File: config.mk
export PLATFORM = sky130hd
export DESIGN_NAME = intra_block_predictor_top
export DESIGN_NICKNAME = d
export VERILOG_FILES = /design/src/sv/ibp_pkg.sv /design/src/sv/ibp_ram.sv /design/src/sv/ibp_capture.sv /design/src/sv/ibp_out_stage.sv /design/src/sv/intra_block_predictor_top.sv
export SDC_FILE = /design/constraint.sdc
export NUM_CORES = 1
export LEC_CHECK = 0
export ABC_AREA = 1
export BUFFER_PORTS_ARGS = -buffer_cell sky130_fd_sc_hd__buf_2
export CAP_MARGIN = 20
export CORE_UTILIZATION = 45
export CTS_CLUSTER_SIZE = 20
export DETAILED_ROUTE_END_ITERATION = 8
export PLACE_DENSITY = 0.63
export SLEW_MARGIN = 0
export SYNTH_ARGS = -nofsm -noshare
export SYNTH_HDL_FRONTEND = slang
export SYNTH_SLANG_ARGS = --single-unit
File: constraint.sdc
create_clock -name aclk -period 3.1 [get_ports aclk]
set_input_delay 0.93 -clock aclk [delete_from_list [all_inputs] [get_ports aclk]]
set_output_delay 0.93 -clock aclk [all_outputs]
set_load 0.005 [all_outputs]
File: src/sv/ibp_pkg.sv
// Package for the intra block predictor: request and mode codes, state type,
// the capture control struct and shared widths. No dependencies.
package ibp_pkg;

    localparam int SAMPLE_W    = 8;
    localparam int NUM_SAMPLES = 16;
    localparam int IDX_W       = 4;
    localparam int SUM_W       = 12;
    localparam int POS_W       = 5;
    localparam int PIX_W       = 64;

    localparam logic [SAMPLE_W-1:0] DC_NONE_VALUE = 8'h80;

    localparam logic [1:0] REQ_LOAD_TOP  = 2'd0;
    localparam logic [1:0] REQ_LOAD_LEFT = 2'd1;
    localparam logic [1:0] REQ_PREDICT   = 2'd2;

    localparam logic [2:0] MODE_DC         = 3'd0;
    localparam logic [2:0] MODE_VERTICAL   = 3'd1;
    localparam logic [2:0] MODE_HORIZONTAL = 3'd2;
    localparam logic [2:0] MODE_DC_NO_TOP  = 3'd3;
    localparam logic [2:0] MODE_DC_NO_LEFT = 3'd4;

    typedef enum logic [1:0] {
        ST_IDLE,
        ST_SWEEP,
        ST_EMIT
    } ibp_state_t;

    // Control from the sequencer to the neighbour capture unit.
    typedef struct packed {
        logic             clear;
        logic             valid;
        logic [IDX_W-1:0] index;
    } cap_ctrl_t;

    typedef logic [NUM_SAMPLES-1:0][SAMPLE_W-1:0] sample_row_t;

endpackage

File: src/sv/ibp_ram.sv
// Generic single write port, single read port RAM with a registered read.
// Depends on nothing.
module ibp_ram #(
    parameter int WIDTH = 8,
    parameter int DEPTH = 16
) (
    input  logic                     aclk,
    input  logic                     we,
    input  logic [$clog2(DEPTH)-1:0] waddr,
    input  logic [WIDTH-1:0]         wdata,
    input  logic [$clog2(DEPTH)-1:0] raddr,
    output logic [WIDTH-1:0]         rdata
);

    logic [WIDTH-1:0] mem_reg [DEPTH];
    logic [WIDTH-1:0] rdata_reg;

    always_ff @(posedge aclk) begin
        if (we) begin
            mem_reg[waddr] <= wdata;
        end
        rdata_reg <= mem_reg[raddr];
    end

    assign rdata = rdata_reg;

endmodule

File: src/sv/ibp_capture.sv
// Neighbour capture: accumulates the top and left sums during the read sweep
// and keeps a copy of the samples for the row generator. Uses ibp_pkg.
module ibp_capture
    import ibp_pkg::*;
(
    input  logic                aclk,
    input  logic                aresetn,
    input  cap_ctrl_t           ctrl,
    input  logic [SAMPLE_W-1:0] top_rd,
    input  logic [SAMPLE_W-1:0] left_rd,
    output logic [SUM_W-1:0]    sum_top,
    output logic [SUM_W-1:0]    sum_left,
    output sample_row_t         top_row,
    output sample_row_t         left_col
);

    logic [SUM_W-1:0] sum_top_reg;
    logic [SUM_W-1:0] sum_left_reg;
    sample_row_t      top_row_reg;
    sample_row_t      left_col_reg;

    always_ff @(posedge aclk) begin
        if (!aresetn) begin
            sum_top_reg  <= '0;
            sum_left_reg <= '0;
        end else if (ctrl.clear) begin
            sum_top_reg  <= '0;
            sum_left_reg <= '0;
        end else if (ctrl.valid) begin
            sum_top_reg  <= sum_top_reg + SUM_W'(top_rd);
            sum_left_reg <= sum_left_reg + SUM_W'(left_rd);
        end
    end

    always_ff @(posedge aclk) begin
        if (ctrl.valid) begin
            top_row_reg[ctrl.index]  <= top_rd;
            left_col_reg[ctrl.index] <= left_rd;
        end
    end

    assign sum_top  = sum_top_reg;
    assign sum_left = sum_left_reg;
    assign top_row  = top_row_reg;
    assign left_col = left_col_reg;

endmodule

File: src/sv/ibp_out_stage.sv
// Row generator and output register: walks the row halves of the block and
// forms each 8-pixel word from the captured neighbours. Uses ibp_pkg.
module ibp_out_stage
    import ibp_pkg::*;
(
    input  logic                aclk,
    input  logic                aresetn,
    input  logic                emit_active,
    input  logic [2:0]          mode,
    input  logic                large_blk,
    input  logic [SUM_W-1:0]    sum_top,
    input  logic [SUM_W-1:0]    sum_left,
    input  sample_row_t         top_row,
    input  sample_row_t         left_col,
    output logic                done,
    output logic                m_tvalid,
    input  logic                m_tready,
    output logic [71:0]         m_tdata,   // row_index[3:0], half_index, pixels[63:0], zero pad
    output logic                m_tlast
);

    logic [POS_W-1:0]    pos_reg;
    logic                m_tvalid_reg;
    logic [71:0]         m_tdata_reg;
    logic                m_tlast_reg;

    logic                load;
    logic                is_last;
    logic [IDX_W-1:0]    row;
    logic                half;
    logic [SUM_W:0]      sum_both;
    logic [SUM_W:0]      dc_full;
    logic [SUM_W-1:0]    dc_left;
    logic [SUM_W-1:0]    dc_top;
    logic [SAMPLE_W-1:0] dc_value;
    logic [PIX_W-1:0]    pixels;

    assign load    = emit_active && (!m_tvalid_reg || m_tready);
    assign is_last = large_blk ? (pos_reg == POS_W'(31)) : (pos_reg == POS_W'(7));
    assign row     = large_blk ? pos_reg[4:1] : {1'b0, pos_reg[2:0]};
    assign half    = large_blk ? pos_reg[0] : 1'b0;

    // Rounded means; the shift depends on the block size.
    always_comb begin
        sum_both = (SUM_W+1)'(sum_top) + (SUM_W+1)'(sum_left);
        if (large_blk) begin
            dc_full = (sum_both + (SUM_W+1)'(16)) >> 5;
            dc_left = (sum_left + SUM_W'(8)) >> 4;
            dc_top  = (sum_top + SUM_W'(8)) >> 4;
        end else begin
            dc_full = (sum_both + (SUM_W+1)'(8)) >> 4;
            dc_left = (sum_left + SUM_W'(4)) >> 3;
            dc_top  = (sum_top + SUM_W'(4)) >> 3;
        end
        case (mode)
            MODE_DC:         dc_value = dc_full[SAMPLE_W-1:0];
            MODE_DC_NO_TOP:  dc_value = dc_left[SAMPLE_W-1:0];
            MODE_DC_NO_LEFT: dc_value = dc_top[SAMPLE_W-1:0];
            default:         dc_value = DC_NONE_VALUE;
        endcase
        case (mode)
            MODE_VERTICAL:   pixels = half ? PIX_W'(top_row[15:8]) : PIX_W'(top_row[7:0]);
            MODE_HORIZONTAL: pixels = {8{left_col[row]}};
            default:         pixels = {8{dc_value}};
        endcase
    end

    always_ff @(posedge aclk) begin
        if (!aresetn) begin
            pos_reg      <= '0;
            m_tvalid_reg <= 1'b0;
        end else begin
            if (load) begin
                m_tvalid_reg <= 1'b1;
                pos_reg      <= is_last ? '0 : pos_reg + POS_W'(1);
            end else if (m_tready) begin
                m_tvalid_reg <= 1'b0;
            end
        end
    end

    always_ff @(posedge aclk) begin
        if (load) begin
            m_tdata_reg <= {3'b000, pixels, half, row};
            m_tlast_reg <= is_last;
        end
    end

    assign done     = load && is_last;
    assign m_tvalid = m_tvalid_reg;
    assign m_tdata  = m_tdata_reg;
    assign m_tlast  = m_tlast_reg;

endmodule

File: src/sv/intra_block_predictor_top.sv
// Intra block predictor top level: request decoder and sweep sequencer over
// the two neighbour RAMs. Uses ibp_pkg, ibp_ram, ibp_capture, ibp_out_stage.
//
//  Channel | Ports                               | Carries
//  --------+-------------------------------------+---------------------------------
//  input   | s_tvalid s_tready s_tdata s_tuser   | load top, load left, predict
//  result  | m_tvalid m_tready m_tdata m_tlast   | 8-pixel row halves of the block
//
// A load request writes one RAM entry.
// A predict request reads the N neighbours one per cycle from both RAMs
// (N = 16 or 8), then emits one row half per cycle while m_tready is high:
// 32 results for 16x16, 8 for 8x8. The single RAM read port sets the sweep.
// The input is not ready during a predict; back-pressure on the result side
// stalls the emission. Reset clears the control state; the RAMs are not cleared.
module intra_block_predictor_top
    import ibp_pkg::*;
(
    input  logic        aclk,
    input  logic        aresetn,
    input  logic        s_tvalid,
    output logic        s_tready,
    input  logic [15:0] s_tdata,   // sample_index[3:0], sample_value[7:0], pred_mode[2:0], large_block
    input  logic [1:0]  s_tuser,   // req_type[1:0]
    output logic        m_tvalid,
    input  logic        m_tready,
    output logic [71:0] m_tdata,   // row_index[3:0], half_index, pixels[63:0], zero pad
    output logic        m_tlast
);

    ibp_state_t state_reg, state_next;

    logic [IDX_W-1:0]    s_index;
    logic [SAMPLE_W-1:0] s_value;
    logic [2:0]          s_mode;
    logic                s_large;
    logic                accept;

    logic [2:0]   mode_reg;
    logic         large_reg;
    logic [POS_W-1:0] sweep_cnt_reg;
    logic         rd_pend_reg;
    logic [IDX_W-1:0] rd_idx_reg;
    logic [POS_W-1:0] n_samples;
    logic         rd_issue;

    logic                top_we;
    logic                left_we;
    logic [SAMPLE_W-1:0] top_rd;
    logic [SAMPLE_W-1:0] left_rd;
    cap_ctrl_t           cap_ctrl;
    logic [SUM_W-1:0]    sum_top;
    logic [SUM_W-1:0]    sum_left;
    sample_row_t         top_row;
    sample_row_t         left_col;
    logic                emit_done;

    assign s_index = s_tdata[3:0];
    assign s_value = s_tdata[11:4];
    assign s_mode  = s_tdata[14:12];
    assign s_large = s_tdata[15];

    assign s_tready = (state_reg == ST_IDLE);
    assign accept   = s_tvalid && s_tready;
    assign top_we   = accept && (s_tuser == REQ_LOAD_TOP);
    assign left_we  = accept && (s_tuser == REQ_LOAD_LEFT);

    assign n_samples = large_reg ? POS_W'(16) : POS_W'(8);
    assign rd_issue  = (state_reg == ST_SWEEP) && (sweep_cnt_reg < n_samples);

    always_ff @(posedge aclk) begin
        if (!aresetn) begin
            state_reg <= ST_IDLE;
        end else begin
            state_reg <= state_next;
        end
    end

    always_comb begin
        state_next = state_reg;
        unique case (state_reg)
            ST_IDLE: begin
                if (accept && s_tuser == REQ_PREDICT) begin
                    state_next = ST_SWEEP;
                end
            end
            ST_SWEEP: begin
                // The last RAM read has landed once nothing is pending.
                if (sweep_cnt_reg == n_samples && !rd_pend_reg) begin
                    state_next = ST_EMIT;
                end
            end
            ST_EMIT: begin
                if (emit_done) begin
                    state_next = ST_IDLE;
                end
            end
            default: state_next = ST_IDLE;
        endcase
    end

    always_ff @(posedge aclk) begin
        if (!aresetn) begin
            sweep_cnt_reg <= '0;
            rd_pend_reg   <= 1'b0;
        end else begin
            rd_pend_reg <= rd_issue;
            if (accept && s_tuser == REQ_PREDICT) begin
                sweep_cnt_reg <= '0;
            end else if (rd_issue) begin
                sweep_cnt_reg <= sweep_cnt_reg + POS_W'(1);
            end
        end
    end

    always_ff @(posedge aclk) begin
        rd_idx_reg <= sweep_cnt_reg[IDX_W-1:0];
        if (accept && s_tuser == REQ_PREDICT) begin
            mode_reg  <= s_mode;
            large_reg <= s_large;
        end
    end

    assign cap_ctrl.clear = accept && (s_tuser == REQ_PREDICT);
    assign cap_ctrl.valid = rd_pend_reg;
    assign cap_ctrl.index = rd_idx_reg;

    ibp_ram #(.WIDTH(SAMPLE_W), .DEPTH(NUM_SAMPLES)) u_top_ram (
        .aclk  (aclk),
        .we    (top_we),
        .waddr (s_index),
        .wdata (s_value),
        .raddr (sweep_cnt_reg[IDX_W-1:0]),
        .rdata (top_rd)
    );

    ibp_ram #(.WIDTH(SAMPLE_W), .DEPTH(NUM_SAMPLES)) u_left_ram (
        .aclk  (aclk),
        .we    (left_we),
        .waddr (s_index),
        .wdata (s_value),
        .raddr (sweep_cnt_reg[IDX_W-1:0]),
        .rdata (left_rd)
    );

    ibp_capture u_capture (
        .aclk     (aclk),
        .aresetn  (aresetn),
        .ctrl     (cap_ctrl),
        .top_rd   (top_rd),
        .left_rd  (left_rd),
        .sum_top  (sum_top),
        .sum_left (sum_left),
        .top_row  (top_row),
        .left_col (left_col)
    );

    ibp_out_stage u_out_stage (
        .aclk        (aclk),
        .aresetn     (aresetn),
        .emit_active (state_reg == ST_EMIT),
        .mode        (mode_reg),
        .large_blk   (large_reg),
        .sum_top     (sum_top),
        .sum_left    (sum_left),
        .top_row     (top_row),
        .left_col    (left_col),
        .done        (emit_done),
        .m_tvalid    (m_tvalid),
        .m_tready    (m_tready),
        .m_tdata     (m_tdata),
        .m_tlast     (m_tlast)
    );

endmodule

# After elaboration in Yosys (flattened, before gate mapping)
# Memory sizes are Yosys's and may differ from the RTL's. A register that Yosys moved wholly into a read port is not among the register bits.
# Index checks and enable logic that the tools add are counted.
dict set report op_classes {
  addsub 11
  n_reduce_logical 18
  muxes 27
  n_lt_le_gt_ge 4
  n_eq_ne 14
  bitwise 1
}
# operator n
set ops {}
lappend ops {{bitwise mux 128 bit} 2}
lappend ops {{case mux 64 bit (2 select lines)} 1}
lappend ops {{2-to-1 mux 64 bit} 1}
lappend ops {{2-to-1 mux 8 bit} 5}
lappend ops {{adder 12 x 4 -> 12 bit (second input constant)} 3}
lappend ops {{binary-select mux 8 bit (select 4 bit)} 1}
lappend ops {{demux 8 bit (select 4 bit)} 1}
lappend ops {{adder 12 x 8 -> 12 bit} 2}
lappend ops {{case mux 8 bit (3 select lines)} 1}
lappend ops {{adder 11 x 3 -> 11 bit (second input constant)} 2}
lappend ops {{adder 12 x 12 -> 13 bit} 1}
lappend ops {{adder 13 x 5 -> 13 bit (second input constant)} 1}
lappend ops {{adder 5 x 1 -> 5 bit (second input constant)} 2}
lappend ops {{< comparator 4 x 5 -> 1 bit (second input constant)} 2}
lappend ops {{2-to-1 mux 5 bit} 2}
lappend ops {{logical AND 1 bit} 9}
lappend ops {{2-to-1 mux 1 bit} 8}
lappend ops {{equality test 3 x 2 -> 1 bit (second input constant)} 2}
lappend ops {{2-to-1 mux 2 bit} 3}
lappend ops {{case mux 2 bit (3 select lines)} 1}
lappend ops {{equality test 5 x 3 -> 1 bit (second input constant)} 1}
lappend ops {{equality test 5 bit} 1}
lappend ops {{equality test 5 bit (second input constant)} 1}
lappend ops {{< comparator 5 bit} 1}
lappend ops {{other kinds (16)} 21}
dict set report totals {
  ram_bits 256
  out_inout_bits 75
  register_bits 372
  word_cells 121
  inputBits 22
  memories 2
}
# name depth word_bits rd rd_clocked_by_memory_dff wr line_no
set mem_list {}
lappend mem_list {u_left_ram.mem_reg 16 8 1 1 1 ibp_ram.sv:15} ;# logic [WIDTH-1:0] mem_reg [DEPTH];
lappend mem_list {u_top_ram.mem_reg 16 8 1 1 1 ibp_ram.sv:15}

# Longest topological paths before layout
dict set report logic_depth {
  ltp_word 6
  depth_mapped 20
}

# Hierarchy
# A second synthesis with hierarchy kept.
dict set report hier_totals {
  cells_unflattened 2657
  hier_area_um2 28300.9
}
# mod n_inst cells_per_inst seq_area_each_um2 area_per_inst_um2
set by_module_without_submodules {}
lappend by_module_without_submodules {ibp_ram 2 551 4003.8 5766.8}
lappend by_module_without_submodules {ibp_capture 1 553 8167.8 9582.9}
lappend by_module_without_submodules {ibp_out_stage 1 920 2222.1 6478.7}
lappend by_module_without_submodules {intra_block_predictor_top 1 82 360.3 705.7}

# Worst setup path before layout
# No wires, ideal clock.
dict set report synth_path {
  kind {input port to flip-flop}
  from {input port m_tready}
  to {register u_out_stage.pos_reg[3]}
  t_arrival_ns 3.107
  path_buffers 0
  required_time_ns 3.035
  slack_ns -0.072
  cell_stages 7
  path_cell_list {nor2_1 > inv_1 > nand2_1 > inv_1 > nand4_1 > xor2_1 > nor2_1}
}
dict set report synth_between {
  elab_chain_cells 2
}
# element line_no
set synth_rtl {}
lappend synth_rtl {{from (decl)} intra_block_predictor_top.sv:25} ;# input logic m_tready,
lappend synth_rtl {{logical OR 1 bit} ibp_out_stage.sv:38} ;# assign load = emit_active && (!m_tvalid_reg || m_tready);
lappend synth_rtl {{logical AND 1 bit} ibp_out_stage.sv:38}
lappend synth_rtl {{net u_out_stage.load} ibp_out_stage.sv:27} ;# logic load;
lappend synth_rtl {{to (signal assigned)} ibp_out_stage.sv:75} ;# pos_reg <= is_last ? '0 : pos_reg + POS_W'(1);
lappend synth_rtl {{to (decl)} ibp_out_stage.sv:22} ;# logic [POS_W-1:0] pos_reg;
# The timed path passes the listed nets, and every way through them passes these cells.
# A chain may end at the register's enable or synchronous reset.

# Worst setup path in the final report
dict set report layout_path {
  from {register u_capture.sum_top_reg[3], in the netlist u_capture.sum_top[3]}
  to {register u_out_stage.m_tdata_reg[26], in the netlist u_out_stage.m_tdata[26] (data pin)}
}
dict set report layout_between {
  elab_chain_cells 5
  elab_cells_between_ends 9
  cone_classes {add/sub (5); mux (4)}
}
# element line_no
set layout_rtl {}
lappend layout_rtl {{from (decl)} ibp_capture.sv:17} ;# logic [SUM_W-1:0] sum_top_reg;
lappend layout_rtl {{from (signal assigned)} ibp_capture.sv:30} ;# sum_top_reg <= sum_top_reg + SUM_W'(top_rd);
lappend layout_rtl {{adder 12 x 12 -> 13 bit} ibp_out_stage.sv:45} ;# sum_both = (SUM_W+1)'(sum_top) + (SUM_W+1)'(sum_left);
lappend layout_rtl {{adder 13 x 5 -> 13 bit or adder 12 x 4 -> 12 bit (tied branches)} {ibp_out_stage.sv:47, ibp_out_stage.sv:51}}
lappend layout_rtl {{2-to-1 mux 8 bit} ibp_out_stage.sv:46} ;# if (large_blk) begin
lappend layout_rtl {{case mux 8 bit (3 select lines) (*)} ibp_out_stage.sv:55} ;# case (mode)
lappend layout_rtl {{case mux 64 bit (2 select lines) (*)} ibp_out_stage.sv:61} ;# case (mode)
lappend layout_rtl {{net u_out_stage.pixels[21]} ibp_out_stage.sv:36} ;# logic [PIX_W-1:0] pixels;
lappend layout_rtl {{to (signal assigned)} ibp_out_stage.sv:84} ;# m_tdata_reg <= {3'b000, pixels, half, row};
lappend layout_rtl {{to (decl)} ibp_out_stage.sv:24} ;# logic [71:0] m_tdata_reg;
# Mark *: on every way through the listed nets, which the timed path passes. The rest lies on a longest branch.

==> impl_metrics.toml <==
[clocking]
cts_hold_buf = 0
cts_buffers = 70
clock_path_buffers = 3
cts_max_level = 3
cts_sinks = 644
cts_resized = 0
root_buffer = "clkbuf_16"
path_clk_slew_ns = 0.06
cts_tree = "yes"
post_cts_buffers = 0
insertion_delay_ns = 0.62

[sta]
setup_viol = 0
max_slew_margin = 0.3987
timing.fmax_mhz = 356.7
min_period_ns = 2.803
worstMarginPinSlew_ns = 0.8792
slew_viol_final = 0
rsz0062_at_grt = "no"
hold_viol = 0
tns_ns = 0
min_period_over_period = 0.9043
finClkSkew_ns = 0.02215

[finish]
drive_gt1_frac = 0.1484
fin_cells = 3205
area_delta_synth_final_pct = 16.14
diodes = 0
finalNetCount = 2440
stdcell_area_um2 = 30790
fillers = 4945

[route]
routed_wl_um = 64960
wl_per_cell_um = 20.27
routed_via_density = 5.402
drt_iter0_markers = 1551
dr.pass1.iters = 5
antenna_left = 0
drc = 0
dr_total_vias = 17315

[die]
placeableCoreArea_um2 = 57920
die_h_um = 244.7
placementRows = 88
dieArea_um2 = 59900
ios = 97
die_width_um = 244.7
start_util = 0.4578

[worst_setup_path]
crit_arrival_ns = 3.13
critical_path_class = "flip-flop to flip-flop"
worstPathMaxFanout = 8
crit_path_start_kind = "flip-flop"
cp-end-kind = "flip-flop"
worstPathRequired_ns = 3.43

[synthesis]
synthFlopType = "edfxtp_1"
netlist_area_um2 = 26520
async_flop_share = 0
yosysWarningCount = 0
synthCells = 2223
ys_seq_area_frac = 0.7074
synth_adder_area_share = 0.01755
synth_edf_count = 586
synth-compound-area-share = 0.1043
synth.distinct_cells = 53
synth-xor-area-share = 0.005285
synth_seq_cells = 644
synth_top_family_by_area = "simple AND/OR/NAND/NOR gates"
yosys.area_share.simple = 0.1264
synthMuxAreaShare = 0.0007550
synth.avg_cell_area_um2 = 11.93

[global_routing]
met2_usage = 0.3780
grt_pass1_vias = 16905
use_met3 = 0.03051
grtUsageTotal = 0.2189
antenna_found_initial = 0
met1_usage = 0.2862
grt-busiest-layer = "met2"
grt-ovfl-total = 0
grt_pass1_wl_um = 99820
grt_max_degree = 132

[power]
pwr-share-clk = 0.455
power_density_nw_per_um2 = 609.3
power_mw = 18.76
p_seq_frac = 0.509
ir_worst_vdd_v = 0.0004868
p_leak_nw = 11.06
p_sw_mw = 3.916
internal-power_mw = 14.85
power_frac_comb = 0.036
swShare = 0.2087

[placement]
portBuffers = 93
post_dp_cell_area_um2 = 28410
dpl.cell_count = 3075
place_congestion = 0.8493
dp_hpwl_um = 40750

[hold_path]
hold_class = "flip-flop to flip-flop"

[run_status]
status = "complete, no violations"

[job]
cap_violations = 0
==> power groups by stage <==
stage | clock network, mW | logic [mW] | registers (mW)
finish | 8.54 | 0.667 | 9.56
global placement | 0 | 0.655 | 9.74
global route | 8.98 | 0.746 | 9.56
floorplan | 0 | 0.376 | 9.74
CTS | 8.66 | 0.673 | 9.56
detailed placement | 0 | 0.670 | 9.74
==> area by class of cell <==
| class | instances | area, µm² | area share |
|---|---|---|---|
| clock buffer | 96 | 1952 | 0.06338 |
| timing repair buffer | 194 | 1324 | 0.04299 |
| tap | 765 | 957.2 | 0.03108 |
| multi-input combinational | 1326 | 6804 | 0.2209 |
| clock inverter | 34 | 436.7 | 0.01418 |
| inverter | 146 | 558.0 | 0.01812 |
| sequential | 644 | 18760 | 0.6093 |
==> cell usage in the layout, fill, tap and decap left out, drive strengths merged <==
| cell type | Yosys | final |
|---|---|---|
| a2111oi | 1 | 1 |
| a211oi | 3 | 3 |
| a21boi | 2 | 2 |
| a21o | 2 | 2 |
| a21oi | 55 | 55 |
| a22o | 1 | 1 |
| a31oi | 6 | 6 |
| a32o | 9 | 9 |
| buf | 26 | 194 |
| bufinv | 0 | 8 |
| clkbuf | 83 | 96 |
| clkinv | 3 | 26 |
| clkinvlp | 0 | 3 |
| conb | 1 | 3 |
| dfxtp | 58 | 58 |
| edfxtp | 586 | 586 |
| fa | 2 | 2 |
| ha | 34 | 34 |
| inv | 143 | 143 |
| mux2i | 2 | 2 |
| nand2 | 320 | 320 |
| nand3 | 162 | 162 |
| nand3b | 1 | 1 |
| nand4 | 6 | 6 |
| nor2 | 307 | 307 |
| nor3 | 9 | 9 |
| nor4 | 1 | 1 |
| o211ai | 48 | 48 |
| o21a | 2 | 2 |
| o21ai | 254 | 254 |
| o21bai | 2 | 2 |
| o221ai | 30 | 30 |
| o22ai | 46 | 46 |
| o311ai | 1 | 1 |
| or2 | 1 | 1 |
| xnor2 | 6 | 6 |
| xor2 | 10 | 10 |
==> per-stage QoR <==
step	utilization	worst slack [ns]	hold slack, ns
CTS	0.5317	0.2803	0.4695
floorplan	-	0.3063	0.3290
global placement	0.4905	0.2939	0.4572
detailed placement	0.4905	0.3050	0.4718
finish	0.5317	0.2967	0.4723
global route	0.5317	0.007697	0.4874
==> critical path, cell delays in order, from the launching register on <==
cell and delay [ns]:
dfxtp_1 0.44, ha_1 0.33, nand2_1 0.09, nand2_1 0.09, inv_1 0.06, nand2_1 0.07
xnor2_1 0.15, nand2_1 0.07, o21ai_0 0.07, o21bai_1 0.18, ha_1 0.17, inv_1 0.06
nor2_2 0.11, nand2_2 0.09, nor2_4 0.12, a21oi_1 0.08, nand2_2 0.18, o211ai_1 0.15
==> per-layer routing <==
layer  vias to the layer above  part of all wire
met4                         0             0.020
met3                        96             0.053
li1                       8300                 -
met1                      8420              0.42
met5                         -                 0
met2                       499              0.50
==> synth_stat cells (3+ instances only) <==
cell / n / area, µm²
a211oi_1: 3 / 22.52
a21oi_1: 54 / 270.3
a31oi_1: 5 / 31.28
a32o_1: 9 / 90.09
buf_2: 18 / 90.09
buf_4: 5 / 37.54
clkbuf_1: 83 / 311.6
clkinv_1: 3 / 11.26
dfxtp_1: 58 / 1161
edfxtp_1: 586 / 17600
ha_1: 34 / 425.4
inv_1: 135 / 506.7
inv_2: 6 / 22.52
nand2_1: 313 / 1175
nand2_2: 6 / 37.54
nand3_1: 159 / 795.8
nand4_1: 6 / 37.54
nor2_1: 301 / 1130
nor2_2: 3 / 18.77
nor3_1: 9 / 45.04
o211ai_1: 47 / 352.8
o21ai_0: 242 / 1211
o21ai_2: 10 / 87.58
o221ai_1: 30 / 262.8
o22ai_1: 46 / 287.8
xnor2_1: 6 / 52.55
xor2_1: 10 / 87.58
==> final timing paths <==
kind / from / endpoint / slack (ns) / cells past startpoint
max: u_capture.sum_top[3] / u_out_stage.m_tdata[26] / 0.30 / 17
min: sweep_cnt_reg[3] / rd_idx_reg[3] / 0.47 / 0
max reg2reg: u_capture.sum_top[3] / u_out_stage.m_tdata[26] / 0.30 / 17
min reg2reg: sweep_cnt_reg[3] / rd_idx_reg[3] / 0.47 / 0
==> cells by family (layout without fill, tap and decap cells) <==
family,count (synthesis),count (layout)
simple gates,807,807
flops,644,644
compound gates,462,462
buf+inv,255,470
fa+ha+maj,36,36
xor+xnor,16,16
mux,2,2
other cells,1,3
(Power assumes the default switching activity.)
